## config.mk

```make
export PLATFORM = sky130hd
export DESIGN_NAME = nmea_altitude_field_parser
export DESIGN_NICKNAME = d
export VERILOG_FILES = /design/src/hdl/nap_pkg.sv /design/src/hdl/nmea_altitude_field_parser.sv /design/src/hdl/nap_cfg.sv /design/src/hdl/nap_in_stage.sv /design/src/hdl/nap_parse.sv
export SDC_FILE = /design/constraint.sdc
export NUM_CORES = 1
export LEC_CHECK = 0
export ABC_AREA = 1
export BUFFER_PORTS_ARGS = -buffer_cell sky130_fd_sc_hd__clkbuf_2
export CAP_MARGIN = 0
export CORE_ASPECT_RATIO = 1.4
export CORE_MARGIN = 5
export CORE_UTILIZATION = 30
export CTS_CLUSTER_DIAMETER = 40
export DETAILED_ROUTE_END_ITERATION = 8
export SETUP_SLACK_MARGIN = 0.1
export SLEW_MARGIN = 20
export SYNTH_ARGS = -nofsm -noshare
export SYNTH_HDL_FRONTEND = slang
export SYNTH_SLANG_ARGS = --single-unit
```

## constraint.sdc

```tcl
create_clock -name aclk -period 4.05 [get_ports aclk]
set_input_delay 0.405 -clock aclk [delete_from_list [all_inputs] [get_ports aclk]]
set_output_delay 0.405 -clock aclk [all_outputs]
set_load 0.005 [all_outputs]
```

## src/hdl/nap_pkg.sv

```systemverilog
// ----------------------------------------------------------------------------
// nap_pkg
// Shared types, character codes and digit-weight tables for the NMEA
// altitude field parser.
// ----------------------------------------------------------------------------
package nap_pkg;

    // Field and register widths
    localparam int BYTE_W      = 8;
    localparam int ALT_W       = 47;
    localparam int STATUS_W    = 2;
    localparam int IDX_W       = 5;
    localparam int LEN_W       = 8;
    localparam int LINE_W      = 8;
    localparam int COMMA_W     = 5;
    localparam int INT_DIG_W   = 4;
    localparam int FRAC_E5_W   = 17;
    localparam int M_TDATA_W   = 56;
    localparam int CFG_ADDR_W  = 3;
    localparam int CFG_DATA_W  = 32;

    // ASCII codes
    localparam logic [BYTE_W-1:0] CH_NL    = 8'h0A;
    localparam logic [BYTE_W-1:0] CH_COMMA = 8'h2C;
    localparam logic [BYTE_W-1:0] CH_DOT   = 8'h2E;
    localparam logic [BYTE_W-1:0] CH_ZERO  = 8'h30;
    localparam logic [BYTE_W-1:0] CH_NINE  = 8'h39;

    // Limits and reset values
    localparam logic [IDX_W-1:0]     IDX_RESET   = 5'd9;
    localparam logic [LEN_W-1:0]     LEN_RESET   = 8'd82;
    localparam logic [COMMA_W-1:0]   COMMA_SAT   = 5'd31;
    localparam logic [INT_DIG_W-1:0] INT_DIG_MAX = 4'd9;
    localparam logic [ALT_W-1:0]     INT_SCALE   = 47'd100000;

    typedef enum logic [1:0] {
        PH_BEFORE = 2'd0,
        PH_IN     = 2'd1,
        PH_DONE   = 2'd2
    } phase_t;

    typedef enum logic [STATUS_W-1:0] {
        ST_OK        = 2'd0,
        ST_BAD_FIELD = 2'd1,
        ST_TOO_LONG  = 2'd2
    } status_t;

    // Register indexes (byte address / 4)
    typedef enum logic {
        REG_FIELD_IDX = 1'b0,
        REG_MAX_LEN   = 1'b1
    } reg_idx_t;

    typedef struct packed {
        logic [IDX_W-1:0] field_comma_index;
        logic [LEN_W-1:0] max_line_length;
    } cfg_t;

    // Weight in 1e-5 units of the fraction digit at position pos (1 = tenths).
    // Positions past the fifth fall below the output resolution.
    function automatic logic [FRAC_E5_W-1:0] frac_weight(input int unsigned pos);
        logic [FRAC_E5_W-1:0] w;
        case (pos)
            1:       w = 17'd10000;
            2:       w = 17'd1000;
            3:       w = 17'd100;
            4:       w = 17'd10;
            5:       w = 17'd1;
            default: w = '0;
        endcase
        return w;
    endfunction

    // Integer digit value in 1e-5 units
    function automatic logic [ALT_W-1:0] digit_e5(input logic [3:0] d);
        return ALT_W'({{(ALT_W-4){1'b0}}, d} * INT_SCALE);
    endfunction

endpackage

```

## src/hdl/nmea_altitude_field_parser.sv

```systemverilog
// ----------------------------------------------------------------------------
// nmea_altitude_field_parser
// Streams GPS sentence text and reports the altitude field of each line.
// ----------------------------------------------------------------------------
// Takes one ASCII byte per clock on s_* and produces one word on m_* for each
// newline: the field that follows comma number field_comma_index, as an
// unsigned decimal in units of 1e-5, or a status of malformed field or line
// too long. Throughput is one byte per cycle; the only stall is a newline
// arriving while the previous result still sits unread in the result
// register. An accepted newline passes through the input register, then the
// parser and result register, before m_tvalid rises. Digits are folded into
// pre-scaled accumulators as they arrive, so the newline only needs one add.
// Registers sit at byte address 0 (field_comma_index, reset 9) and 4
// (max_line_length, reset 82); change them only while the stream is idle.
// ----------------------------------------------------------------------------
module nmea_altitude_field_parser #(
    parameter int MAX_FRACTION_DIGITS = 5
) (
    input  logic                             aclk,
    input  logic                             aresetn,
    // Input stream
    input  logic                             s_tvalid,
    output logic                             s_tready,
    input  logic [nap_pkg::BYTE_W-1:0]       s_tdata,   // [7:0] rx_byte
    // Result stream
    output logic                             m_tvalid,
    input  logic                             m_tready,
    output logic [nap_pkg::M_TDATA_W-1:0]    m_tdata,   // [46:0] altitude_e5,
                                                        // [48:47] status, [55:49] 0
    // Configuration
    input  logic                             psel,
    input  logic                             penable,
    input  logic                             pwrite,
    input  logic [nap_pkg::CFG_ADDR_W-1:0]   paddr,
    input  logic [nap_pkg::CFG_DATA_W-1:0]   pwdata,
    output logic [nap_pkg::CFG_DATA_W-1:0]   prdata,
    output logic                             pready
);

    nap_pkg::cfg_t               cfg;
    logic                        byte_valid;
    logic [nap_pkg::BYTE_W-1:0]  byte_data;
    logic                        byte_take;

    nap_cfg u_cfg (
        .aclk    (aclk),
        .aresetn (aresetn),
        .psel    (psel),
        .penable (penable),
        .pwrite  (pwrite),
        .paddr   (paddr),
        .pwdata  (pwdata),
        .prdata  (prdata),
        .pready  (pready),
        .cfg     (cfg)
    );

    nap_in_stage u_in (
        .aclk       (aclk),
        .aresetn    (aresetn),
        .s_tvalid   (s_tvalid),
        .s_tready   (s_tready),
        .s_tdata    (s_tdata),
        .byte_valid (byte_valid),
        .byte_data  (byte_data),
        .byte_take  (byte_take)
    );

    nap_parse #(
        .MAX_FRACTION_DIGITS (MAX_FRACTION_DIGITS)
    ) u_parse (
        .aclk       (aclk),
        .aresetn    (aresetn),
        .cfg        (cfg),
        .byte_valid (byte_valid),
        .byte_data  (byte_data),
        .byte_take  (byte_take),
        .m_tvalid   (m_tvalid),
        .m_tready   (m_tready),
        .m_tdata    (m_tdata)
    );

    // A consumed newline always shows up as a result word next cycle
    a_nl_gives_word: assert property (@(posedge aclk) disable iff (!aresetn)
        (byte_take && byte_data == nap_pkg::CH_NL) |=> m_tvalid)
        else $error("newline consumed without result word");

    // A stalled result blocks the next newline
    a_no_overwrite: assert property (@(posedge aclk) disable iff (!aresetn)
        (m_tvalid && !m_tready) |-> !(byte_take && byte_data == nap_pkg::CH_NL))
        else $error("result overwritten while stalled");

    // Altitude is zero unless status is ok
    a_alt_zero: assert property (@(posedge aclk) disable iff (!aresetn)
        (m_tvalid && m_tdata[48:47] != nap_pkg::ST_OK) |-> (m_tdata[46:0] == '0))
        else $error("altitude nonzero with error status");

    // Status code three is never produced
    a_status_range: assert property (@(posedge aclk) disable iff (!aresetn)
        m_tvalid |-> (m_tdata[48:47] != 2'd3))
        else $error("status out of range");

endmodule

```

## src/hdl/nap_cfg.sv

```systemverilog
// ----------------------------------------------------------------------------
// nap_cfg
// APB register file: comma index of the altitude field and line length limit.
// ----------------------------------------------------------------------------
module nap_cfg (
    input  logic                              aclk,
    input  logic                              aresetn,
    input  logic                              psel,
    input  logic                              penable,
    input  logic                              pwrite,
    input  logic [nap_pkg::CFG_ADDR_W-1:0]    paddr,
    input  logic [nap_pkg::CFG_DATA_W-1:0]    pwdata,
    output logic [nap_pkg::CFG_DATA_W-1:0]    prdata,
    output logic                              pready,
    output nap_pkg::cfg_t                     cfg
);

    logic [nap_pkg::IDX_W-1:0] idx_reg, idx_next;
    logic [nap_pkg::LEN_W-1:0] len_reg, len_next;
    logic                      wr_en;
    nap_pkg::reg_idx_t         reg_sel;

    assign pready  = 1'b1;
    assign wr_en   = psel & penable & pwrite & pready;
    assign reg_sel = nap_pkg::reg_idx_t'(paddr[2]);

    // Write decode
    always_comb begin
        idx_next = idx_reg;
        len_next = len_reg;
        if (wr_en) begin
            unique case (reg_sel)
                nap_pkg::REG_FIELD_IDX: idx_next = pwdata[nap_pkg::IDX_W-1:0];
                nap_pkg::REG_MAX_LEN:   len_next = pwdata[nap_pkg::LEN_W-1:0];
            endcase
        end
    end

    always_ff @(posedge aclk) begin
        if (!aresetn) begin
            idx_reg <= nap_pkg::IDX_RESET;
            len_reg <= nap_pkg::LEN_RESET;
        end else begin
            idx_reg <= idx_next;
            len_reg <= len_next;
        end
    end

    // Read mux
    always_comb begin
        prdata = '0;
        unique case (reg_sel)
            nap_pkg::REG_FIELD_IDX: prdata[nap_pkg::IDX_W-1:0] = idx_reg;
            nap_pkg::REG_MAX_LEN:   prdata[nap_pkg::LEN_W-1:0] = len_reg;
        endcase
    end

    assign cfg.field_comma_index = idx_reg;
    assign cfg.max_line_length   = len_reg;

endmodule

```

## src/hdl/nap_in_stage.sv

```systemverilog
// ----------------------------------------------------------------------------
// nap_in_stage
// Input register: holds one received byte until the parser consumes it.
// ----------------------------------------------------------------------------
module nap_in_stage (
    input  logic                          aclk,
    input  logic                          aresetn,
    input  logic                          s_tvalid,
    output logic                          s_tready,
    input  logic [nap_pkg::BYTE_W-1:0]    s_tdata,
    output logic                          byte_valid,
    output logic [nap_pkg::BYTE_W-1:0]    byte_data,
    input  logic                          byte_take
);

    logic                         valid_reg, valid_next;
    logic [nap_pkg::BYTE_W-1:0]   byte_reg, byte_next;

    // Free when empty or when the held word moves on this cycle
    assign s_tready = !valid_reg || byte_take;

    always_comb begin
        valid_next = valid_reg && !byte_take;
        byte_next  = byte_reg;
        if (s_tvalid && s_tready) begin
            valid_next = 1'b1;
            byte_next  = s_tdata;
        end
    end

    always_ff @(posedge aclk) begin
        if (!aresetn) begin
            valid_reg <= 1'b0;
        end else begin
            valid_reg <= valid_next;
        end
    end

    always_ff @(posedge aclk) begin
        byte_reg <= byte_next;
    end

    assign byte_valid = valid_reg;
    assign byte_data  = byte_reg;

endmodule

```

## src/hdl/nap_parse.sv

```systemverilog
// ----------------------------------------------------------------------------
// nap_parse
// Per-line parser state and the result register. Each byte updates line
// length, comma count and the decimal accumulators; a newline loads a result.
// ----------------------------------------------------------------------------
module nap_parse #(
    parameter int MAX_FRACTION_DIGITS = 5
) (
    input  logic                             aclk,
    input  logic                             aresetn,
    input  nap_pkg::cfg_t                    cfg,
    input  logic                             byte_valid,
    input  logic [nap_pkg::BYTE_W-1:0]       byte_data,
    output logic                             byte_take,
    output logic                             m_tvalid,
    input  logic                             m_tready,
    output logic [nap_pkg::M_TDATA_W-1:0]    m_tdata
);

    localparam int FD_W = $clog2(MAX_FRACTION_DIGITS + 1);
    localparam logic [FD_W-1:0] FD_MAX = FD_W'(MAX_FRACTION_DIGITS);

    // Per-line state
    logic [nap_pkg::LINE_W-1:0]     line_cnt_reg, line_cnt_next;
    logic [nap_pkg::COMMA_W-1:0]    comma_cnt_reg, comma_cnt_next;
    logic                           discard_reg, discard_next;
    nap_pkg::phase_t                phase_reg, phase_next;
    logic                           dot_reg, dot_next;
    logic [nap_pkg::ALT_W-1:0]      int_e5_reg, int_e5_next;
    logic [nap_pkg::FRAC_E5_W-1:0]  frac_e5_reg, frac_e5_next;
    logic [nap_pkg::INT_DIG_W-1:0]  int_dig_reg, int_dig_next;
    logic [FD_W-1:0]                frac_dig_reg, frac_dig_next;
    logic                           bad_reg, bad_next;

    // Result register
    logic                           out_valid_reg, out_valid_next;
    logic [nap_pkg::ALT_W-1:0]      alt_reg, alt_next;
    nap_pkg::status_t               status_reg, status_next;

    logic                           is_nl;
    logic                           is_digit;
    logic [3:0]                     digit;
    logic [nap_pkg::LINE_W:0]       len_sum;
    logic [nap_pkg::COMMA_W-1:0]    comma_inc;
    logic [nap_pkg::FRAC_E5_W-1:0]  frac_w;
    logic [nap_pkg::FRAC_E5_W-1:0]  frac_add;

    assign is_nl    = (byte_data == nap_pkg::CH_NL);
    assign is_digit = (byte_data >= nap_pkg::CH_ZERO) && (byte_data <= nap_pkg::CH_NINE);
    assign digit    = 4'(byte_data - nap_pkg::CH_ZERO);
    assign len_sum  = {1'b0, line_cnt_reg} + 9'd1;
    assign comma_inc = (comma_cnt_reg < nap_pkg::COMMA_SAT) ? comma_cnt_reg + 5'd1
                                                             : comma_cnt_reg;
    assign frac_w   = nap_pkg::frac_weight(32'(frac_dig_reg) + 32'd1);
    assign frac_add = nap_pkg::FRAC_E5_W'({13'b0, digit} * frac_w);

    // A newline needs the result slot; other bytes always move
    assign byte_take = byte_valid && (!is_nl || !out_valid_reg || m_tready);

    always_comb begin
        line_cnt_next  = line_cnt_reg;
        comma_cnt_next = comma_cnt_reg;
        discard_next   = discard_reg;
        phase_next     = phase_reg;
        dot_next       = dot_reg;
        int_e5_next    = int_e5_reg;
        frac_e5_next   = frac_e5_reg;
        int_dig_next   = int_dig_reg;
        frac_dig_next  = frac_dig_reg;
        bad_next       = bad_reg;
        out_valid_next = out_valid_reg && !m_tready;
        alt_next       = alt_reg;
        status_next    = status_reg;

        if (byte_take) begin
            if (is_nl) begin
                // Report the line, then clear all per-line state
                out_valid_next = 1'b1;
                alt_next       = '0;
                if (discard_reg) begin
                    status_next = nap_pkg::ST_TOO_LONG;
                end else if (phase_reg != nap_pkg::PH_DONE || bad_reg) begin
                    status_next = nap_pkg::ST_BAD_FIELD;
                end else begin
                    status_next = nap_pkg::ST_OK;
                    alt_next    = int_e5_reg + nap_pkg::ALT_W'(frac_e5_reg);
                end
                line_cnt_next  = '0;
                comma_cnt_next = '0;
                discard_next   = 1'b0;
                phase_next     = nap_pkg::PH_BEFORE;
                dot_next       = 1'b0;
                int_e5_next    = '0;
                frac_e5_next   = '0;
                int_dig_next   = '0;
                frac_dig_next  = '0;
                bad_next       = 1'b0;
            end else if (!discard_reg) begin
                if (len_sum >= {1'b0, cfg.max_line_length}) begin
                    discard_next = 1'b1;
                end else begin
                    line_cnt_next = line_cnt_reg + 8'd1;
                    case (phase_reg)
                        nap_pkg::PH_BEFORE: begin
                            // Look for the comma that opens the field
                            if (byte_data == nap_pkg::CH_COMMA) begin
                                comma_cnt_next = comma_inc;
                                if (comma_inc == cfg.field_comma_index) begin
                                    phase_next = nap_pkg::PH_IN;
                                end
                            end
                        end
                        nap_pkg::PH_IN: begin
                            if (is_digit) begin
                                if (!dot_reg) begin
                                    if (int_dig_reg >= nap_pkg::INT_DIG_MAX) begin
                                        bad_next   = 1'b1;
                                        phase_next = nap_pkg::PH_DONE;
                                    end else begin
                                        // x10 as shift-add, digit pre-scaled by 1e5
                                        int_e5_next  = (int_e5_reg << 3) + (int_e5_reg << 1)
                                                     + nap_pkg::digit_e5(digit);
                                        int_dig_next = int_dig_reg + 4'd1;
                                    end
                                end else begin
                                    if (frac_dig_reg >= FD_MAX) begin
                                        bad_next   = 1'b1;
                                        phase_next = nap_pkg::PH_DONE;
                                    end else begin
                                        frac_e5_next  = frac_e5_reg + frac_add;
                                        frac_dig_next = frac_dig_reg + FD_W'(1);
                                    end
                                end
                            end else if (byte_data == nap_pkg::CH_DOT) begin
                                dot_next = 1'b1;
                            end else begin
                                // Field terminator: only a comma after digits is clean
                                if (byte_data != nap_pkg::CH_COMMA ||
                                    (int_dig_reg == '0 && frac_dig_reg == '0)) begin
                                    bad_next = 1'b1;
                                end
                                phase_next = nap_pkg::PH_DONE;
                            end
                        end
                        default: ;
                    endcase
                end
            end
        end
    end

    always_ff @(posedge aclk) begin
        if (!aresetn) begin
            line_cnt_reg  <= '0;
            comma_cnt_reg <= '0;
            discard_reg   <= 1'b0;
            phase_reg     <= nap_pkg::PH_BEFORE;
            dot_reg       <= 1'b0;
            int_e5_reg    <= '0;
            frac_e5_reg   <= '0;
            int_dig_reg   <= '0;
            frac_dig_reg  <= '0;
            bad_reg       <= 1'b0;
            out_valid_reg <= 1'b0;
        end else begin
            line_cnt_reg  <= line_cnt_next;
            comma_cnt_reg <= comma_cnt_next;
            discard_reg   <= discard_next;
            phase_reg     <= phase_next;
            dot_reg       <= dot_next;
            int_e5_reg    <= int_e5_next;
            frac_e5_reg   <= frac_e5_next;
            int_dig_reg   <= int_dig_next;
            frac_dig_reg  <= frac_dig_next;
            bad_reg       <= bad_next;
            out_valid_reg <= out_valid_next;
        end
    end

    // Result payload
    always_ff @(posedge aclk) begin
        alt_reg    <= alt_next;
        status_reg <= status_next;
    end

    assign m_tvalid = out_valid_reg;
    assign m_tdata  = {7'b0, status_reg, alt_reg};

endmodule
```

# [Word level (Yosys, flattened, before mapping)]
# Index checks and enable logic that the tools add are counted.
[classes] reduce_logical=38 n_bitwise=3 mul=2 magnitude_cmp=6 n_eq_ne=26 n_addsub=11 muxes=74
[ops] operator="$mux 47" n=7
[ops] operator="$mux 17" n=7
[ops] operator="$pmux 14 s5" n=1
[ops] operator="$eq 32x2->1 const B" n=2
[ops] operator="$eq 32x3->1 const B" n=2
[ops] operator="$add 47x17->47" n=1
[ops] operator="$add 47x21->47" n=1
[ops] operator="$add 47x47->47" n=1
[ops] operator="$eq 32x1->1 const B" n=1
[ops] operator="$mux 5" n=6
[ops] operator="$mux 4" n=7
[ops] operator="$mux 3" n=8
[ops] operator="$mux 8" n=3
[ops] operator="$mux 1" n=23
[ops] operator="$mux 2" n=10
[ops] operator="$add 17x17->17" n=1
[ops] operator="$mul 4x14->17" n=1
[ops] operator="$eq 8x6->1 const B" n=2
[ops] operator="$mul 4x12->16 const B" n=1
[ops] operator="$reduce_and 7->1" n=2
[ops] operator="$reduce_bool 2->1" n=6
[ops] operator="$pmux 5 s2" n=1
[ops] operator="$add 8x1->9 const B" n=1
[ops] operator="$ge 9x8->1" n=1
[ops] operator="other kinds (39)" n=64
[word_totals] word_cells=177 register_bits=161 inputBits=50 output_inout_bits=91

# [Depth between registers and ports, before layout]
# Gate-level depths: netlist (run 1).
[logic_depth] ltp_word=12 depth_mapped=32 mapped_depth_nobuf=32

# [Modules after synthesis]
# A second synthesis (run 1) with hierarchy kept.
[unflattened] cells_unflattened=2206 hier_area_um2=14844.2
[by_module_without_submodules] module="nap_parse" area_each_um2=13666.9 seq_area_each_um2=3173.0 cells_each=2064 instances=1
[by_module_without_submodules] module="nap_cfg" area_each_um2=885.8 seq_area_each_um2=260.2 cells_each=127 instances=1
[by_module_without_submodules] module="nap_in_stage" area_each_um2=291.5 seq_area_each_um2=260.2 cells_each=15 instances=1

# [Worst setup path before layout (run 1)]
# No wires, ideal clock.
[synth_timing] path_kind="reg-to-reg" startpoint="register u_parse.frac_dig_reg[1]" endpoint="register u_parse.frac_e5_reg[10] in the netlist's numbering" path_buffers=0 stages_incl_launch_ff=25 slack_ns=-0.266 t_arrival_ns=4.246 setup_time_ns=0.070 path_cell_list="dfxtp_1 ha_1 nand2_1 nand2_1 nor2_1 inv_1 nor2_1 nor2_1 nor2_1 fa_1 fa_1 inv_1 fa_1 inv_1 ha_1 a21o_1 nor2_1 nand2_1 nand2_1 nand2_1 nand2_1 inv_1 nor3_1 nand3_1 a21oi_1"
[synth_via] elab_chain_cells=12 word_cells_on_any_way=19 classes_between="2 x add/sub; 1 x mul; 1 x order compare; 6 x eq/ne; 8 x mux; 1 x reduce/logical"
[synth_lines] item="start: declaration" line="nap_parse.sv:32" text="logic [FD_W-1:0] frac_dig_reg, frac_dig_next;"
[synth_lines] item="start signal: assignment" line="nap_parse.sv:174" text="frac_dig_reg <= frac_dig_next;"
[synth_lines] item="$add 3x1->4" line="nap_parse.sv:54" text="assign frac_w = nap_pkg::frac_weight(32'(frac_dig_reg) + 32'd1);"
[synth_lines] item="$eq 32x3->1, or another cell as far along" line="nap_pkg.sv:63" text="case (pos)"
[synth_lines] item="$pmux 14 s5" line="nap_pkg.sv:63"
[synth_lines] item="$mul 4x14->17" line="nap_parse.sv:55" text="assign frac_add = nap_pkg::FRAC_E5_W'({13'b0, digit} * frac_w);"
[synth_lines] item="$add 17x17->17" line="nap_parse.sv:130" text="frac_e5_next = frac_e5_reg + frac_add;"
[synth_lines] item="$mux 17" line="nap_parse.sv:126" text="if (frac_dig_reg >= FD_MAX) begin"
[synth_lines] item="$mux 17" line="nap_parse.sv:115" text="if (!dot_reg) begin"
[synth_lines] item="$mux 17" line="nap_parse.sv:114" text="if (is_digit) begin"
[synth_lines] item="$mux 17" line="nap_parse.sv:103" text="case (phase_reg)"
[synth_lines] item="$mux 17" line="nap_parse.sv:99" text="if (len_sum >= {1'b0, cfg.max_line_length}) begin"
[synth_lines] item="$mux 17" line="nap_parse.sv:98" text="end else if (!discard_reg) begin"
[synth_lines] item="$mux 17" line="nap_parse.sv:76" text="if (is_nl) begin"
[synth_lines] item="end signal: assignment" line="nap_parse.sv:172" text="frac_e5_reg <= frac_e5_next;"
[synth_lines] item="end: declaration" line="nap_parse.sv:30" text="logic [nap_pkg::FRAC_E5_W-1:0] frac_e5_reg, frac_e5_next;"
# Parallel ways exist; a longest one is shown, timed or not. The select of a mux whose other input is x is not followed.
# A chain may end at the register's enable or synchronous reset.

# [Final worst setup path (run 1)]
[layout_timing] startpoint="register u_in.byte_reg, in the netlist u_in.byte_data[3]" endpoint="register u_parse.int_e5_reg[24] in the netlist's numbering"
[layout_via] elab_chain_cells=10 word_cells_on_any_way=25 classes_between="2 x add/sub; 1 x mul; 2 x order compare; 5 x eq/ne; 7 x mux; 8 x reduce/logical"
[layout_lines] item="start: declaration" line="nap_in_stage.sv:17" text="logic [nap_pkg::BYTE_W-1:0] byte_reg, byte_next;"
[layout_lines] item="start signal: assignment" line="nap_in_stage.sv:40" text="byte_reg <= byte_next;"
[layout_lines] item="$sub 4x1->4" line="nap_parse.sv:50" text="assign digit = 4'(byte_data - nap_pkg::CH_ZERO);"
[layout_lines] item="$mul 4x12->16" line="nap_pkg.sv:76" text="return ALT_W'({{(ALT_W-4){1'b0}}, d} * INT_SCALE);"
[layout_lines] item="$add 47x21->47" line="nap_parse.sv:122" text="+ nap_pkg::digit_e5(digit);"
[layout_lines] item="$mux 47" line="nap_parse.sv:116" text="if (int_dig_reg >= nap_pkg::INT_DIG_MAX) begin"
[layout_lines] item="$mux 47" line="nap_parse.sv:115"
[layout_lines] item="$mux 47" line="nap_parse.sv:114"
[layout_lines] item="$mux 47" line="nap_parse.sv:103"
[layout_lines] item="$mux 47" line="nap_parse.sv:99"
[layout_lines] item="$mux 47" line="nap_parse.sv:98"
[layout_lines] item="$mux 47" line="nap_parse.sv:76"
[layout_lines] item="end signal: assignment" line="nap_parse.sv:171" text="int_e5_reg <= int_e5_next;"
[layout_lines] item="end: declaration" line="nap_parse.sv:29" text="logic [nap_pkg::ALT_W-1:0] int_e5_reg, int_e5_next;"
# Parallel ways exist; a longest one is shown, timed or not. The select of a mux whose other input is x is not followed.

==> results of run 1 <==
## cell usage after synthesis (all sizes together) (6+ instances only)
master,count
nor3,30
a21o,9
nand4,16
xor2,24
ha,143
dfxtp,99
fa,47
buf,46
or2,10
a21oi,169
o21ai,75
inv,403
o21bai,6
o21a,6
edfxtp,57
nor4,6
nand3b,7
nand2,632
nand3,111
o22ai,6
clkbuf,17
nor2,285
xnor2,37
## metrics by stage
| stage | area (µm²) | utilization, % | cells | total power [µW] | TNS [ns] |
|---|---|---|---|---|---|
| 6_report | 19160 | 39.01 | 3131 | 4582 | -8.137 |
| 5_1_grt | 19160 | 39.01 | 3131 | 4800 | -18.95 |
| 4_1_cts | 18560 | 37.77 | 3122 | 4503 | -6.187 |
| 3_5_place_dp | 17160 | 34.93 | 3077 | 2676 | -10.76 |
| 3_3_place_gp | 17160 | 34.93 | 3077 | 2669 | -8.149 |
| 2_1_floorplan | 15430 | - | 2299 | 2327 | -0.1241 |
## worst max-delay path, delay by kind of cell, from the launching register on
family / cells / cell delay, ns
compound gates: 5 / 0.65
buf+inv: 3 / 0.33
fa+ha+maj: 5 / 1.36
xor+xnor: 3 / 0.44
simple gates: 12 / 1.05
flops: 1 / 0.47
## per-layer routing
metal,vias to the layer above,share of wire (%),global-route usage [%]
met5,-,0,0
met1,6987,41,20.16
met3,87,3.1,1.721
met4,0,3.9,8.156
met2,296,52,32.45
li1,7507,-,-
## cells by family after synthesis
| kind of cell | share of synthesized area (%) |
|---|---|
| AO/OA/AOI/OAI | 10.25 |
| adder cells (fa/ha/maj) | 18.26 |
| XOR/XNOR | 3.574 |
| AND/OR/NAND/NOR | 30.34 |
| flip-flops | 24.71 |
| other | 0.05024 |
| buffers and inverters | 12.81 |
## worst paths after layout
kind / startpoint / endpoint / slack (ns)
min reg2reg: u_parse.frac_e5_reg[4]$_SDFFE_PN0P_ / u_parse.frac_e5_reg[4]$_SDFFE_PN0P_ / 0.47
max: u_in.byte_data[3]$_DFFE_PP_ / u_parse.int_e5_reg[24]$_SDFFE_PN0P_ / -0.30
max reg2reg: u_in.byte_data[3]$_DFFE_PP_ / u_parse.int_e5_reg[24]$_SDFFE_PN0P_ / -0.30
min: s_tdata[6] / u_in.byte_data[6]$_DFFE_PP_ / 0.12
## layout make-up
cell class / count / area share, %
multi-input combinational: 1676 / 57.36
tap: 637 / 4.159
inverter: 404 / 7.998
clock inverter: 12 / 0.6986
clock buffer: 20 / 2.331
sequential: 156 / 19.32
timing repair buffer: 226 / 8.135
## repair_timing
action / in CTS / in global routing
pin swaps: 106 / 95
setup endpoints to repair: 47 / 47
setup buffers: 13 / 12
gates resized for setup: 181 / 145
## where the power goes
group	switching [µW]	leakage [µW]	internal [µW]
registers	14.2	0.00137	1630
clock network	737	0.000281	930
logic	706	0.00744	567
total	1460	0.00909	3130
==> metrics.yaml, run 1 <==
clock_network:
  clock_tree_from_tritoncts: "built"
  cts_buffer_depth: 2
  cts.hold.buffers_added: 0
  numClockSinks: 156
  cts_root_buffer: "sky130_fd_sc_hd__clkbuf_16"
  cts.htree.levels: 4
  clk_latency_ns: 0.46
  cts_buffers: 17
  cts.clk_slew.worst_paths_ns: 0.07
floorplanning:
  number_of_i_o_pins: 141
  number_of_placement_rows: 96
  floorplan.die_area_mm2: 0.05445
  start_util_pct: 30.43
  floorplan.core_area_mm2: 0.04913
  die_width_um: 198.7
  die_y_um: 274.1
grt:
  grt_start_max_net_pins: 50
  overflow: 0
  grt_antenna_before_repair: 0
  aggregate_global_route_resource_usage_pct: 17.57
  grt_first_pass_wirelength_um: 76690
  first_global_vias: 15040
logic_synthesis:
  syn-mean-instance-area_um2: 6.588
  synthesis.instances: 2269
  area_leader_netlist: "sky130_fd_sc_hd__nand2_1"
  synth_top_area_share_pct: 15.79
  synth.area.top_cells: "sky130_fd_sc_hd__nand2_1 (16%), sky130_fd_sc_hd__dfxtp_1 (13%), sky130_fd_sc_hd__ha_1 (12%), sky130_fd_sc_hd__edfxtp_1 (11%), sky130_fd_sc_hd__inv_1 (9.9%)"
  synth_area_mm2: 0.01495
  synth_edf_count: 57
  async_flop_share_pct: 0
  ys_types: 49
  postSynth.topFlopCell: "sky130_fd_sc_hd__dfxtp_1"
  synth.yosys.seq_area_share_pct: 24.71
  warnings_from_yosys: 0
  synth_seq_cells: 156
power:
  power.leakage_uw: 0.009086
  power.ir.vdd_worst_v: 0.0001774
  p_per_area_mw_per_mm2: 239.1
final_layout:
  layout-area-overhead-vs-synth_pct: 28.21
  drive_gt1_share_pct: 23.98
  ff_latch_area_mm2: 0.003702
  largest_register_ffs: 47
  layout.cells.most_common: "sky130_fd_sc_hd__nand2_1"
  numnets_final: 2721
  layout_common_cells: "sky130_fd_sc_hd__nand2_1 (521), sky130_fd_sc_hd__inv_1 (349), sky130_fd_sc_hd__nor2_1 (241)"
  antenna_cells_inserted: 0
  multiInputGateArea_mm2: 0.01099
  fill_cells: 5039
setup_path:
  worst-setup-path-type: "register to register"
  cp-start-kind: "register"
  endpoint_type_of_the_worst_setup_path: "register"
  critical_path_required_ns: 4.45
  r2r_cells: 28
  cpPeakStageDelay_ns: 0.47
  crit_top_cell: "sky130_fd_sc_hd__nand2_1"
  worst_path_max_delay_cell: "sky130_fd_sc_hd__edfxtp_1"
  critical_path.max_fanout: 4
  worst-endpoint-arrival_ns: 4.75
hold_path:
  hold_path_depth: 1
  min_path_type: "primary input to register"
detailed_routing:
  viasPerCell: 4.752
  totalWireLength_um: 48470
  drt_pre_antenna_iters: 5
  route.detailed.drc: 0
  first_iter_violations: 748
  route.antenna.remaining_nets: 0
  route.vias.total: 14880
  route.detailed.wl_per_inst_um: 15.48
sta:
  slew_headroom_pct: 48.64
  final_setup_violation_count: 42
  final.period_utilization_pct: 107.5
  hold_violations: 0
  max_freq_mhz: 229.6
  layout_setup_ws_ns: -0.3047
  final.setup_skew_ns: 0.01527
  worst_margin_slew_ns: 0.7704
  slew_limit_fails: 0
  shortest_period_the_worst_path_allows_ns: 4.355
  rsz0062_at_grt: "true"
  fin_worst_hold_slack_ns: 0.1217
placed_design:
  portBuffers: 82
  dp.final_hpwl_um: 38430
  dp_slack_ns: -0.4317
  routability_congestion: 0.9559
run_status:
  violations: "setup timing"
  result_of_the_run: "finished, violations left"
job:
  timing.max_cap.violations: 0
(Power assumes the default switching activity.)
==> run 2, diff against run 1 <==
Settings changed: CORE_ASPECT_RATIO 1.4 to 1.2.
==> metrics.yaml, run 2 (synthesis results as in run 1) <==
run_status:
  result_of_the_run: "finished, violations left"
  violations: "setup timing"
detailed_routing:
  route.detailed.wl_per_inst_um: 14.66
  route.detailed.drc: 0
  route.vias.total: 14910
  drt_pre_antenna_iters: 5
  viasPerCell: 4.752
  totalWireLength_um: 46010
  first_iter_violations: 820
  route.antenna.remaining_nets: 0
sta:
  final.setup_skew_ns: 0.01675
  layout_setup_ws_ns: -0.3392
  fin_tns_setup_ns: -7.936
  slew_headroom_pct: 28.85
  worst_margin_slew_ns: 1.066
  rsz0062_at_grt: "true"
  final_setup_violation_count: 42
  slew_limit_fails: 0
  hold_violations: 0
  shortest_period_the_worst_path_allows_ns: 4.389
  max_freq_mhz: 227.8
  final.period_utilization_pct: 108.4
grt:
  grt_start_max_net_pins: 51
  first_global_vias: 14740
  overflow: 0
  grt_first_pass_wirelength_um: 73900
  aggregate_global_route_resource_usage_pct: 16.82
  grt_antenna_before_repair: 0
floorplanning:
  floorplan.die_area_mm2: 0.05441
  number_of_i_o_pins: 141
  start_util_pct: 30.37
  die_width_um: 213.8
  floorplan.core_area_mm2: 0.04922
  number_of_placement_rows: 89
  die_y_um: 254.5
clock_network:
  cts.clk_slew.worst_paths_ns: 0.07
  numClockSinks: 156
  cts.htree.levels: 4
  cts.hold.buffers_added: 0
  cts_root_buffer: "sky130_fd_sc_hd__clkbuf_16"
  clock_tree_from_tritoncts: "built"
  cts_buffers: 17
  cts_buffer_depth: 2
  clk_latency_ns: 0.46
setup_path:
  crit_top_cell: "sky130_fd_sc_hd__nand2_2"
  endpoint: "u_parse.int_e5_reg[29]$_SDFFE_PN0P_"
  cpPeakStageDelay_ns: 0.51
  worst_setup_path_startpoint: "u_in.byte_data[3]$_DFFE_PP_"
  r2r_cells: 29
  worst-setup-path-type: "register to register"
  rr_startpoint: "u_in.byte_data[3]$_DFFE_PP_"
  critical_path.max_fanout: 5
  endpoint_type_of_the_worst_setup_path: "register"
  worst-endpoint-arrival_ns: 4.77
  worst_path_max_delay_cell: "sky130_fd_sc_hd__fa_1"
  setup.reg_to_reg.worst_slack_ns: -0.34
  worst_r2r_endpoint: "u_parse.int_e5_reg[29]$_SDFFE_PN0P_"
  cp-start-kind: "register"
  critical_path_required_ns: 4.43
placed_design:
  portBuffers: 82
  dp_slack_ns: -0.3861
  dp.final_hpwl_um: 36470
  routability_congestion: 0.9545
final_layout:
  largest_register_ffs: 47
  layout.cells.most_common: "sky130_fd_sc_hd__nand2_1"
  layout_common_cells: "sky130_fd_sc_hd__nand2_1 (529), sky130_fd_sc_hd__inv_1 (352), sky130_fd_sc_hd__nor2_1 (244)"
  antenna_cells_inserted: 0
  drive_gt1_share_pct: 23.27
  numnets_final: 2728
  post-route-util_pct: 38.85
  layout-area-overhead-vs-synth_pct: 27.91
power:
  power.leakage_uw: 0.009097
  p_per_area_mw_per_mm2: 241.3
  power.ir.vdd_worst_v: 0.0002603
hold_path:
  min_path_type: "primary input to register"
  min_from: "s_tdata[7]"
job:
  timing.max_cap.violations: 0
==> run 2: cell count changes in the layout (fill, tap and decap cells not counted), sizes merged <==
cell / previous run / this run
buf: 144 / 151
inv: 408 / 412
clkbuf: 102 / 99
clkinv: 5 / 4
==> run 2: metal layers <==
layer / wire length [µm] / up-vias / track usage, %
li1: - / 7508 / -
met1: 19580 / 6994 / 20.81
met2: 23140 / 340 / 30.24
met3: 2059 / 71 / 2.104
met4: 1226 / 0 / 5.489
met5: 0 / - / 0
==> run 2: worst min-delay path by stage <==
stage | endpoint | slack (ns) | cells after the start
floorplan | u_parse.bad_reg$_SDFFE_PN0P_ | 0.44 | 2
global placement | u_parse.frac_e5_reg[3]$_SDFFE_PN0P_ | 0.45 | 2
detailed placement | u_parse.frac_e5_reg[2]$_SDFFE_PN0P_ | 0.46 | 2
CTS | u_in.byte_data[7]$_DFFE_PP_ | 0.11 | 1
global route | u_in.byte_data[7]$_DFFE_PP_ | 0.13 | 1
finish | u_in.byte_data[7]$_DFFE_PP_ | 0.14 | 1
==> run 2: final cells by class <==
cell class	instances	area, µm²
clock buffer	17	425.4
clock inverter	15	173.9
fill	5058	30100
inverter	404	1528
multi-input combinational	1676	10860
sequential	156	3702
tap	637	797.0
timing repair buffer	233	1635
==> run 2: what timing repair did <==
action | CTS | global route
setup endpoints to repair | 45 | 47
pin swaps | 103 | 112
endpoints found under the hold margin | 0 | 0
buffers inserted | 15 | 17
gates resized for setup | 188 | 105
==> run 2: stage by stage <==
| step | total power, µW | std cells | instance area (µm²) | hold slack [ns] |
|---|---|---|---|---|
| after floorplan | 2327 | 2299 | 15430 | 0.4352 |
| after global placement | 2651 | 3076 | 17150 | 0.4515 |
| after detailed placement | 2659 | 3076 | 17150 | 0.4551 |
| after CTS | 4572 | 3121 | 18590 | 0.1076 |
| after global routing | 4850 | 3138 | 19120 | 0.1295 |
| final | 4614 | 3138 | 19120 | 0.1378 |
==> run 2: power breakdown <==
part	switching [µW]	internal [µW]	total, µW
registers	12.1	1630	1640
logic	696	573	1270
clock network	772	932	1700
==> run 2: worst max-delay path, delay by kind of cell, from the launching register on <==
kind            cells  cell delay (ns)
simple gates       14             1.12
xor+xnor            3             0.47
compound gates      4             0.66
flops               1             0.46
buf+inv             3             0.15
fa+ha+maj           5             1.44
